[src/rtl/bpe_pkg.sv]
`default_nettype none

package bpe_pkg;

  localparam int COORD_WIDTH_DEF = 16;
  localparam int T_FRAC_BITS_DEF = 16;
  localparam int DEG_W           = 8;
  localparam int NUM_PTS         = 4;
  localparam int NUM_STG         = 9;

  localparam logic [1:0] MAX_DEGREE = 2'd3;

  // C(n,k), zero where k exceeds n
  localparam logic [1:0] BINOM [0:3][0:3] = '{
    '{2'd1, 2'd0, 2'd0, 2'd0},
    '{2'd1, 2'd1, 2'd0, 2'd0},
    '{2'd1, 2'd2, 2'd1, 2'd0},
    '{2'd1, 2'd3, 2'd3, 2'd1}
  };

endpackage

`default_nettype wire

[src/rtl/bezier_point_evaluator.sv]
`default_nettype none

// Bezier curve point evaluator for degree 0 to 3. Each transfer carries four
// signed Q12.4 control points, a degree (above 3 acts as 3) and t in
// Q1.T_FRAC_BITS (values above 1.0 act as 1.0); one point comes back per item,
// rounded and saturated to the coordinate range. The datapath is a nine stage
// pipeline: clamp, squares, cubes, weight products, binomial scaling, point
// products, sum, magnitude rounding, saturation. It takes one item every cycle
// while in_stall is low. Every stage holds its own valid bit, so a stall at the
// output fills empty stages before the input is stalled.
module bezier_point_evaluator #(
  parameter int COORD_WIDTH = bpe_pkg::COORD_WIDTH_DEF,
  parameter int T_FRAC_BITS = bpe_pkg::T_FRAC_BITS_DEF
) (
  input  wire                           clk,
  input  wire                           rst_n,
  input  wire                           in_valid,
  output logic                          in_stall,
  input  wire  [bpe_pkg::DEG_W-1:0]     in_degree,
  input  wire  [T_FRAC_BITS:0]          in_t_param,
  input  wire  signed [COORD_WIDTH-1:0] in_p0_x,
  input  wire  signed [COORD_WIDTH-1:0] in_p0_y,
  input  wire  signed [COORD_WIDTH-1:0] in_p1_x,
  input  wire  signed [COORD_WIDTH-1:0] in_p1_y,
  input  wire  signed [COORD_WIDTH-1:0] in_p2_x,
  input  wire  signed [COORD_WIDTH-1:0] in_p2_y,
  input  wire  signed [COORD_WIDTH-1:0] in_p3_x,
  input  wire  signed [COORD_WIDTH-1:0] in_p3_y,
  output logic                          out_valid,
  input  wire                           out_stall,
  output logic signed [COORD_WIDTH-1:0] out_curve_x,
  output logic signed [COORD_WIDTH-1:0] out_curve_y
);

  localparam int CW     = COORD_WIDTH;
  localparam int F      = T_FRAC_BITS;
  localparam int NS     = bpe_pkg::NUM_STG;
  localparam int NP     = bpe_pkg::NUM_PTS;
  localparam int ONE_W  = F + 1;
  localparam int PP_W   = 2 * ONE_W;
  localparam int SQ_W   = 2 * F + 1;
  localparam int W_W    = F + 2;
  localparam int PR_W   = W_W + 1 + CW;
  localparam int ACC_W  = PR_W + 2;
  localparam int RM_W   = ACC_W - F;
  localparam int HALF   = 1 << (F - 1);

  localparam logic [ONE_W-1:0] ONE     = {1'b1, {F{1'b0}}};
  localparam logic [RM_W-1:0]  MAX_MAG = RM_W'((64'd1 << (CW - 1)) - 64'd1);
  localparam logic [RM_W-1:0]  MIN_MAG = RM_W'(64'd1 << (CW - 1));

  // valid and ready per stage
  logic [NS-1:0] vld_r;
  logic [NS-1:0] rdy;

  always_comb begin
    rdy[NS-1] = !vld_r[NS-1] || !out_stall;
    for (int s = NS - 2; s >= 0; s--) begin
      rdy[s] = !vld_r[s] || rdy[s+1];
    end
  end

  assign in_stall  = !rdy[0];
  assign out_valid = vld_r[NS-1];

  always_ff @(posedge clk) begin
    if (!rst_n) begin
      vld_r <= '0;
    end else begin
      if (rdy[0]) vld_r[0] <= in_valid;
      for (int s = 1; s < NS; s++) begin
        if (rdy[s]) vld_r[s] <= vld_r[s-1];
      end
    end
  end

  // control points travel alongside until the point products
  logic signed [CW-1:0] pin [0:2*NP-1];
  logic signed [CW-1:0] pt_r [0:4][0:2*NP-1];
  logic [1:0]           n_r [0:3];

  assign pin[0] = in_p0_x;
  assign pin[1] = in_p0_y;
  assign pin[2] = in_p1_x;
  assign pin[3] = in_p1_y;
  assign pin[4] = in_p2_x;
  assign pin[5] = in_p2_y;
  assign pin[6] = in_p3_x;
  assign pin[7] = in_p3_y;

  // stage 1: clamp t and degree
  logic [ONE_W-1:0] s1_t_nxt, s1_u_nxt, s1_t_r, s1_u_r;
  logic [1:0]       s1_n_nxt;

  always_comb begin
    s1_t_nxt = (in_t_param > ONE) ? ONE : in_t_param;
    s1_u_nxt = ONE - s1_t_nxt;
    s1_n_nxt = (in_degree > bpe_pkg::DEG_W'(bpe_pkg::MAX_DEGREE)) ?
               bpe_pkg::MAX_DEGREE : in_degree[1:0];
  end

  always_ff @(posedge clk) begin
    if (rdy[0]) begin
      s1_t_r  <= s1_t_nxt;
      s1_u_r  <= s1_u_nxt;
      n_r[0]  <= s1_n_nxt;
      pt_r[0] <= pin;
    end
    for (int s = 1; s < 5; s++) begin
      if (rdy[s]) pt_r[s] <= pt_r[s-1];
    end
    for (int s = 1; s < 4; s++) begin
      if (rdy[s]) n_r[s] <= n_r[s-1];
    end
  end

  // stage 2: squares
  logic [SQ_W-1:0]  s2_tt_nxt, s2_uu_nxt, s2_tt_r, s2_uu_r;
  logic [ONE_W-1:0] s2_t_r, s2_u_r;

  always_comb begin
    s2_tt_nxt = SQ_W'(PP_W'(s1_t_r) * PP_W'(s1_t_r));
    s2_uu_nxt = SQ_W'(PP_W'(s1_u_r) * PP_W'(s1_u_r));
  end

  always_ff @(posedge clk) begin
    if (rdy[1]) begin
      s2_tt_r <= s2_tt_nxt;
      s2_uu_r <= s2_uu_nxt;
      s2_t_r  <= s1_t_r;
      s2_u_r  <= s1_u_r;
    end
  end

  // stage 3: round squares, form cubes
  logic [SQ_W-1:0]  s3_tt_rnd, s3_uu_rnd;
  logic [ONE_W-1:0] s3_t2_nxt, s3_u2_nxt, s3_t2_r, s3_u2_r, s3_t_r, s3_u_r;
  logic [SQ_W-1:0]  s3_t3p_nxt, s3_u3p_nxt, s3_t3p_r, s3_u3p_r;

  always_comb begin
    s3_tt_rnd  = s2_tt_r + SQ_W'(HALF);
    s3_uu_rnd  = s2_uu_r + SQ_W'(HALF);
    s3_t2_nxt  = s3_tt_rnd[SQ_W-1:F];
    s3_u2_nxt  = s3_uu_rnd[SQ_W-1:F];
    s3_t3p_nxt = SQ_W'(PP_W'(s3_t2_nxt) * PP_W'(s2_t_r));
    s3_u3p_nxt = SQ_W'(PP_W'(s3_u2_nxt) * PP_W'(s2_u_r));
  end

  always_ff @(posedge clk) begin
    if (rdy[2]) begin
      s3_t_r   <= s2_t_r;
      s3_u_r   <= s2_u_r;
      s3_t2_r  <= s3_t2_nxt;
      s3_u2_r  <= s3_u2_nxt;
      s3_t3p_r <= s3_t3p_nxt;
      s3_u3p_r <= s3_u3p_nxt;
    end
  end

  // stage 4: t^k * u^(n-k) for each k
  logic [SQ_W-1:0]  s4_t3_rnd, s4_u3_rnd;
  logic [ONE_W-1:0] tp [0:3];
  logic [ONE_W-1:0] up [0:3];
  logic [1:0]       s4_idx [0:3];
  logic [SQ_W-1:0]  s4_m_nxt [0:3];
  logic [SQ_W-1:0]  s4_m_r [0:3];

  always_comb begin
    s4_t3_rnd = s3_t3p_r + SQ_W'(HALF);
    s4_u3_rnd = s3_u3p_r + SQ_W'(HALF);
    tp[0] = ONE;
    tp[1] = s3_t_r;
    tp[2] = s3_t2_r;
    tp[3] = s4_t3_rnd[SQ_W-1:F];
    up[0] = ONE;
    up[1] = s3_u_r;
    up[2] = s3_u2_r;
    up[3] = s4_u3_rnd[SQ_W-1:F];
    for (int k = 0; k < NP; k++) begin
      // index wraps where k exceeds n; the binomial zeroes that term later
      s4_idx[k]   = n_r[2] - 2'(k);
      s4_m_nxt[k] = SQ_W'(PP_W'(tp[k]) * PP_W'(up[s4_idx[k]]));
    end
  end

  always_ff @(posedge clk) begin
    if (rdy[3]) s4_m_r <= s4_m_nxt;
  end

  // stage 5: weights
  logic [SQ_W-1:0] s5_rnd [0:3];
  logic [W_W-1:0]  s5_w_nxt [0:3];
  logic [W_W-1:0]  s5_w_r [0:3];

  always_comb begin
    for (int k = 0; k < NP; k++) begin
      s5_rnd[k]   = s4_m_r[k] + SQ_W'(HALF);
      s5_w_nxt[k] = W_W'(s5_rnd[k][SQ_W-1:F]) *
                    W_W'(bpe_pkg::BINOM[n_r[3]][2'(k)]);
    end
  end

  always_ff @(posedge clk) begin
    if (rdy[4]) s5_w_r <= s5_w_nxt;
  end

  // stage 6: weight times point
  logic signed [W_W:0]    s6_ws [0:3];
  logic signed [PR_W-1:0] s6_px_nxt [0:3];
  logic signed [PR_W-1:0] s6_py_nxt [0:3];
  logic signed [PR_W-1:0] s6_px_r [0:3];
  logic signed [PR_W-1:0] s6_py_r [0:3];

  always_comb begin
    for (int k = 0; k < NP; k++) begin
      s6_ws[k]     = signed'({1'b0, s5_w_r[k]});
      s6_px_nxt[k] = PR_W'(s6_ws[k]) * PR_W'(pt_r[4][2*k]);
      s6_py_nxt[k] = PR_W'(s6_ws[k]) * PR_W'(pt_r[4][2*k+1]);
    end
  end

  always_ff @(posedge clk) begin
    if (rdy[5]) begin
      s6_px_r <= s6_px_nxt;
      s6_py_r <= s6_py_nxt;
    end
  end

  // stage 7: accumulate
  logic signed [ACC_W-1:0] s7_ax_nxt, s7_ay_nxt, s7_ax_r, s7_ay_r;

  always_comb begin
    s7_ax_nxt = ACC_W'(s6_px_r[0]) + ACC_W'(s6_px_r[1]) +
                ACC_W'(s6_px_r[2]) + ACC_W'(s6_px_r[3]);
    s7_ay_nxt = ACC_W'(s6_py_r[0]) + ACC_W'(s6_py_r[1]) +
                ACC_W'(s6_py_r[2]) + ACC_W'(s6_py_r[3]);
  end

  always_ff @(posedge clk) begin
    if (rdy[6]) begin
      s7_ax_r <= s7_ax_nxt;
      s7_ay_r <= s7_ay_nxt;
    end
  end

  // stage 8: round magnitude, ties away from zero
  logic [ACC_W-1:0] s8_magx, s8_magy, s8_sumx, s8_sumy;
  logic [RM_W-1:0]  s8_mx_r, s8_my_r;
  logic             s8_nx_r, s8_ny_r;

  always_comb begin
    s8_magx = s7_ax_r[ACC_W-1] ? ACC_W'(-s7_ax_r) : ACC_W'(s7_ax_r);
    s8_magy = s7_ay_r[ACC_W-1] ? ACC_W'(-s7_ay_r) : ACC_W'(s7_ay_r);
    s8_sumx = s8_magx + ACC_W'(HALF);
    s8_sumy = s8_magy + ACC_W'(HALF);
  end

  always_ff @(posedge clk) begin
    if (rdy[7]) begin
      s8_mx_r <= s8_sumx[ACC_W-1:F];
      s8_my_r <= s8_sumy[ACC_W-1:F];
      s8_nx_r <= s7_ax_r[ACC_W-1];
      s8_ny_r <= s7_ay_r[ACC_W-1];
    end
  end

  // stage 9: restore sign and saturate
  logic signed [CW-1:0] s9_x_nxt, s9_y_nxt, s9_x_r, s9_y_r;

  always_comb begin
    if (s8_nx_r) begin
      s9_x_nxt = (s8_mx_r > MIN_MAG) ? CW'(MIN_MAG) : CW'(-s8_mx_r);
    end else begin
      s9_x_nxt = (s8_mx_r > MAX_MAG) ? CW'(MAX_MAG) : CW'(s8_mx_r);
    end
    if (s8_ny_r) begin
      s9_y_nxt = (s8_my_r > MIN_MAG) ? CW'(MIN_MAG) : CW'(-s8_my_r);
    end else begin
      s9_y_nxt = (s8_my_r > MAX_MAG) ? CW'(MAX_MAG) : CW'(s8_my_r);
    end
  end

  always_ff @(posedge clk) begin
    if (rdy[8]) begin
      s9_x_r <= s9_x_nxt;
      s9_y_r <= s9_y_nxt;
    end
  end

  assign out_curve_x = s9_x_r;
  assign out_curve_y = s9_y_r;

endmodule

`default_nettype wire

[config.mk]
export PLATFORM = sky130hd
export DESIGN_NAME = bezier_point_evaluator
export DESIGN_NICKNAME = d
export VERILOG_FILES = /design/src/rtl/bpe_pkg.sv /design/src/rtl/bezier_point_evaluator.sv
export SDC_FILE = /design/constraint.sdc
export NUM_CORES = 1
export LEC_CHECK = 0
export BUFFER_PORTS_ARGS = -buffer_cell sky130_fd_sc_hd__buf_2
export CELL_PAD_IN_SITES_DETAIL_PLACEMENT = 0
export CELL_PAD_IN_SITES_GLOBAL_PLACEMENT = 1
export CORE_MARGIN = 2
export CORE_UTILIZATION = 10
export CTS_CLUSTER_SIZE = 20
export DETAILED_ROUTE_END_ITERATION = 16
export PLACE_DENSITY = 0.94
export SYNTH_ARGS = -nofsm -noshare
export SYNTH_HDL_FRONTEND = slang
export SYNTH_SLANG_ARGS = --single-unit
[constraint.sdc]
create_clock -name clk -period 2.15 [get_ports clk]
set_input_delay 0.215 -clock clk [delete_from_list [all_inputs] [get_ports clk]]
set_output_delay 0.215 -clock clk [all_outputs]
set_load 0.01 [all_outputs]
==> results.sh, run 1 <==
export IMPL_hold_path_startpoint="in_valid"
export IMPL_fin_nets=230
export IMPL_status="finished clean"
export IMPL_p_int_uw=302
export IMPL_setup_violations=0
export IMPL_critical_path_class="reg2out"
export IMPL_overflow=0
export IMPL_postSynthAreaPerCell_um2=8.95
export IMPL_fin_skew_ps=1.14
export IMPL_synth_cell_type_count=15
export IMPL_fin_ws_ps=755
export IMPL_holdPathEnd="vld_r[0]"
export IMPL_boundaryPins=191
export IMPL_syn_area_um2=582
export IMPL_drt_iter0_markers=6
export IMPL_final_layout_size_suffix_gt1_share_pct=18.1
export IMPL_die_height_um=80.3
export IMPL_p_seq_share_pct=42.2
export IMPL_die_width_um=80.3
export IMPL_preCtsSetupSlack_ps=1010
export IMPL_synth_cells=65
export IMPL_nFillCells=657
export IMPL_first_pass_iters=4
export IMPL_drt_wl_total_um=774
export IMPL_p_switching_uw=106
export IMPL_cp_slowest_cell="dfxtp_1"
export IMPL_antenna_found_initial=0
export IMPL_synth_seq_cells=9
export IMPL_ant_nets=0
export IMPL_grtUsageTotal_pct=2.52
export IMPL_r2r_end="vld_r[0]"
export IMPL_vdd_drop_max_mv=0.260
export IMPL_viasPerCell=2.52
export IMPL_synthMostInstantiatedCell="buf_4"
export IMPL_placed_cells=140
export IMPL_reg2reg_depth=3
export IMPL_end_kind="output port"
export IMPL_layout_min_cycle_time_ps=1400
export IMPL_initial_utilization_pct=10.4
export IMPL_swShare_pct=26.0
export IMPL_synth_area_leaders="buf_4, dfxtp_1, nor2b_1"
export IMPL_max_clock_freq_mhz=717
export IMPL_powerDensity_mw_per_mm2=664
export IMPL_holdPathStages=2
export IMPL_final_cells=144
export IMPL_cpLargestDelayFamily="flip-flops"
export IMPL_yosysWarnings=0
export IMPL_cp_cell_sequence="nand4_2, nor3_2, buf_2"
export IMPL_clk_latency_ps=240
export IMPL_numCtsBuffers=3
export IMPL_postCtsHoldBufs=0
export IMPL_cts_setup_buffers=0
export IMPL_grt_max_degree=11
export IMPL_clkPwrFrac_pct=49.0
export IMPL_cts_clk_slew_worst_paths_ps=50
export IMPL_hold_path_class="in2reg"
export IMPL_rrSetupSlack_ps=1190
export IMPL_rsz0062_at_grt="no"
export IMPL_largest_register_ffs=9
export IMPL_fin_crit_sh_pct=64.9
export IMPL_hold_violations=0
export IMPL_drc=0
export IMPL_cts_root_buf="clkbuf_8"
export IMPL_synth_top_flop_cell="dfxtp_1"
export IMPL_vias=363
export IMPL_top_regs="vld_r (9)"
export IMPL_cp_required_ps=1930
export IMPL_path_max_fanout=4
export IMPL_synthTopCellsByCount="buf_4, dfxtp_1, nor2b_1"
export IMPL_clock_path_buffers=2
export IMPL_yosysSeqAreaShare_pct=31.0
export IMPL_portBuffers=5
export IMPL_fin_util_pct=11.0
export IMPL_grt_pass1_vias=272
export IMPL_post_cts_resized=0
export IMPL_cts_tree="yes"
export IMPL_grt_pass1_wl_mm=1.19
export IMPL_num_rows=27
export IMPL_async_reset_ff_share_pct=0
export IMPL_cp_arrival_ps=1180
export IMPL_synth_area_leader_cell="buf_4"
export IMPL_pwr_share_comb_pct=8.8
export IMPL_setup_tns_ps=0
export IMPL_max_cap_violations=0
export IMPL_synth_top_area_share_pct=41.3
export IMPL_gp_congestion=0.651
export IMPL_detail_route_wl_per_cell_um=5.38
export IMPL_core_mm2=0.00557
export IMPL_dieArea_mm2=0.00644
export IMPL_cp_num_buf_inv=1
export IMPL_slew_viol_final=0
export IMPL_dp_hpwl_um=589
export IMPL_r2r_start="vld_r[7]"
export IMPL_crit_path_start_kind="register"
export IMPL_syn2layout_area_growth_pct=5.81
export IMPL_largest_register="vld_r"
export IMPL_diodes=0
export IMPL_htree_levels=1
export IMPL_power_leakage_nw=0.266
export IMPL_cts_num_sinks=9
export IMPL_synth_edf_count=0
export IMPL_max_stage_delay_ps=390
==> power by group through the flow <==
| stage | combinational [mW] | clock (mW) | sequential [mW] |
|---|---|---|---|
| 2_1_floorplan | 0.0736 | 0 | 0.175 |
| 3_3_place_gp | 0.0340 | 0 | 0.175 |
| 3_5_place_dp | 0.0346 | 0 | 0.176 |
| 4_1_cts | 0.0346 | 0.205 | 0.172 |
| 5_1_grt | 0.0403 | 0.220 | 0.173 |
| 6_report | 0.0360 | 0.200 | 0.172 |
==> kinds of logic (layout without fill, tap and decap cells) <==
kind of cell / Yosys count / count (layout) / synth area share, %
buffers and inverters: 33 / 9 / 41.9
AND/OR/NAND/NOR: 13 / 13 / 15.9
AO/OA/AOI/OAI: 9 / 9 / 10.5
flip-flops: 9 / 9 / 31.0
other: 1 / 32 / 0.645
==> how the worst max path moves through the flow <==
stage	to	startpoint	cells after the start
2_1_floorplan	in_stall	vld_r[8]	2
3_3_place_gp	in_stall	vld_r[7]	3
3_5_place_dp	in_stall	vld_r[7]	3
4_1_cts	in_stall	vld_r[7]	3
5_1_grt	in_stall	vld_r[7]	3
6_report	in_stall	vld_r[7]	3
==> per-layer routing <==
layer	vias up	routed length (um)	GRT usage, %
met2	33	335	3.58
met1	163	300	2.55
met5	-	0	0
met4	0	22	3.05
met3	2	116	1.01
li1	165	-	-
==> metrics by stage <==
step	power [mW]	hold slack [ps]	cell area, um2
floorplan	0.249	339	698
global placement	0.209	426	569
detailed placement	0.210	430	569
CTS	0.412	185	616
global route	0.433	186	616
finish	0.409	188	616
==> cell usage in the layout (no fill, tap or decap), drive strengths merged <==
cell type	instances
a21oi	2
buf	5
a41oi	1
o31ai	1
a31oi	2
o21a	3
nor2b	5
nor2	1
clkinv	1
nand2	3
conb	32
nand4	2
nor3	1
and4	1
clkbuf	3
dfxtp	9
==> cell type report <==
type / instances / area (um2) / share of cell area [%]
Clock buffer: 3 / 41.3 / 6.71
Clock inverter: 1 / 5.00 / 0.813
Multi-Input combinational cell: 54 / 274 / 44.5
Sequential cell: 9 / 180 / 29.3
Tap cell: 72 / 90.1 / 14.6
Timing Repair Buffer: 5 / 25.0 / 4.07
(Power assumes the default switching activity.)
==> run 2, diff against run 1 <==
--- a/config.mk
+++ b/config.mk
@@ -12,7 +12,7 @@
 export CORE_UTILIZATION = 10
 export CTS_CLUSTER_SIZE = 20
 export DETAILED_ROUTE_END_ITERATION = 16
-export PLACE_DENSITY = 0.94
+export PLACE_DENSITY = 0.95
 export SYNTH_ARGS = -nofsm -noshare
 export SYNTH_HDL_FRONTEND = slang
 export SYNTH_SLANG_ARGS = --single-unit
==> constraint.sdc (replaced) <==
create_clock -name clk -period 1.21 [get_ports clk]
set_input_delay 0.121 -clock clk [delete_from_list [all_inputs] [get_ports clk]]
set_output_delay 0.121 -clock clk [all_outputs]
set_load 0.01 [all_outputs]
==> run 2 against run 1 <==
- sequential share of layout area increased by 1.0 points
- power up 72%
- combinational power is 76% higher
- routed wire length shrank 9.6%
- cell count did not move
- critical path type unchanged
- largest cell class unchanged
- highest routed layer unchanged
==> results.sh, run 2 (synthesized netlist as in run 1, its figures left out) <==
export IMPL_hold_violations=0
export IMPL_fin_skew_ps=1.17
export IMPL_overflow=0
export IMPL_die_width_um=80.3
export IMPL_status="finished clean"
export IMPL_cts_clk_slew_worst_paths_ps=40
export IMPL_dieArea_mm2=0.00644
export IMPL_preCtsSetupSlack_ps=191
export IMPL_drt_iter0_markers=7
export IMPL_antenna_found_initial=0
export IMPL_powerDensity_mw_per_mm2=1100
export IMPL_num_rows=27
export IMPL_placed_cells=140
export IMPL_power_uw=701
export IMPL_path_max_fanout=3
export IMPL_fin_crit_sh_pct=97.6
export IMPL_final_cell_mix="conb_1, nor2b_1, buf_2"
export IMPL_dp_hpwl_um=543
export IMPL_crit_path_start_kind="register"
export IMPL_diodes=0
export IMPL_clock_path_buffers=2
export IMPL_fin_nets=230
export IMPL_layout_min_cycle_time_ps=1180
export IMPL_holdPathEnd="vld_r[0]"
export IMPL_final_common_cell="conb_1"
export IMPL_cp_slowest_cell="dfxtp_2"
export IMPL_hold_path_class="in2reg"
export IMPL_grtUsageTotal_pct=2.24
export IMPL_power_leakage_nw=0.274
export IMPL_cp_required_ps=1090
export IMPL_rsz0062_at_grt="yes"
export IMPL_critical_path_class="reg2out"
export IMPL_max_cap_violations=0
export IMPL_initial_utilization_pct=10.4
export IMPL_slew_viol_final=0
export IMPL_largest_register_ffs=9
export IMPL_final_cells=144
export IMPL_placed_area_um2=569
export IMPL_ant_nets=0
export IMPL_cp_arrival_ps=1060
export IMPL_r2r_end="vld_r[3]"
export IMPL_grt_pass1_vias=241
export IMPL_gp_congestion=0.614
export IMPL_cts_setup_buffers=0
export IMPL_viasPerCell=2.36
export IMPL_cts_tree="yes"
export IMPL_grt_pass1_wl_mm=1.03
export IMPL_setup_violations=0
export IMPL_fin_ws_ps=29.5
export IMPL_hold_ws_ps=108
export IMPL_clk_latency_ps=230
export IMPL_top_regs="vld_r (9)"
export IMPL_cp_startpoint="vld_r[3]"
export IMPL_largest_register="vld_r"
export IMPL_syn2layout_area_growth_pct=9.25
export IMPL_first_pass_iters=5
export IMPL_holdPathStages=2
export IMPL_rrSetupSlack_ps=300
export IMPL_core_mm2=0.00557
export IMPL_numCtsBuffers=3
export IMPL_max_clock_freq_mhz=847
export IMPL_boundaryPins=191
export IMPL_reg2reg_depth=3
export IMPL_cts_num_sinks=9
export IMPL_drc=0
export IMPL_portBuffers=5
export IMPL_final_layout_size_suffix_gt1_share_pct=25.0
export IMPL_cts_root_buf="clkbuf_8"
export IMPL_end_kind="output port"
export IMPL_die_height_um=80.3
export IMPL_drt_wl_total_um=700
export IMPL_cp_cell_sequence="nand4_4, nor3_2, buf_2"
export IMPL_vdd_drop_max_mv=0.626
export IMPL_r2r_start="vld_r[6]"
export IMPL_htree_levels=1
export IMPL_hold_path_startpoint="in_valid"
export IMPL_max_stage_delay_ps=350
export IMPL_final_cell_area_um2=636
export IMPL_detail_route_wl_per_cell_um=4.86
export IMPL_grt_max_degree=11
export IMPL_vias=340
-- run 2: worst max-delay path: cells and delay by family (launching register included) --
| kind | cells | cell delay (ps) |
|---|---|---|
| flip-flops | 1 | 350 |
| AND/OR/NAND/NOR | 2 | 330 |
| buffers and inverters | 1 | 160 |
-- run 2: final cells by class --
class,count,area [um2]
Fill cell,635,4940
Clock buffer,4,45.0
Tap cell,72,90.1
Sequential cell,9,193
Timing Repair Buffer,5,25.0
Multi-Input combinational cell,54,283
-- run 2: metal layers --
| layer | vias to the layer above | global-route usage [%] | wire length, um |
|---|---|---|---|
| met5 | - | 0 | 0 |
| met4 | 0 | 3.05 | 8 |
| met3 | 2 | 0.674 | 109 |
| met2 | 28 | 2.92 | 305 |
| met1 | 147 | 2.48 | 276 |
| li1 | 163 | - | - |
-- run 2: worst max path at each step --
stage                     cells past startpoint        to  slack [ps]
after floorplan                               3  vld_r[0]         180
after global placement                        3  in_stall         200
after detailed placement                      3  in_stall         190
after CTS                                     3  in_stall           8
after global routing                          3  in_stall         -20
final                                         3  in_stall          30
-- run 2: report_power, final --
group	internal [mW]	switching, mW
clock	0.228	0.106
sequential	0.299	0.00442
combinational	0.00945	0.0538
total	0.537	0.164
-- run 2: stage by stage --
| step | TNS [ps] | utilization, % |
|---|---|---|
| 6_report | 0 | 11.4 |
| 2_1_floorplan | 0 | - |
| 4_1_cts | 0 | 11.1 |
| 3_5_place_dp | 0 | 10.2 |
| 5_1_grt | -19.4 | 11.4 |
| 3_3_place_gp | 0 | 10.2 |
-- run 2: what timing repair did --
| action | CTS | global route |
|---|---|---|
| hold buffers | 0 | 0 |
| gates cloned | 0 | 0 |
| gates resized for setup | 5 | 4 |
| endpoints found under the setup margin | 1 | 1 |
| pin swaps | 1 | 1 |
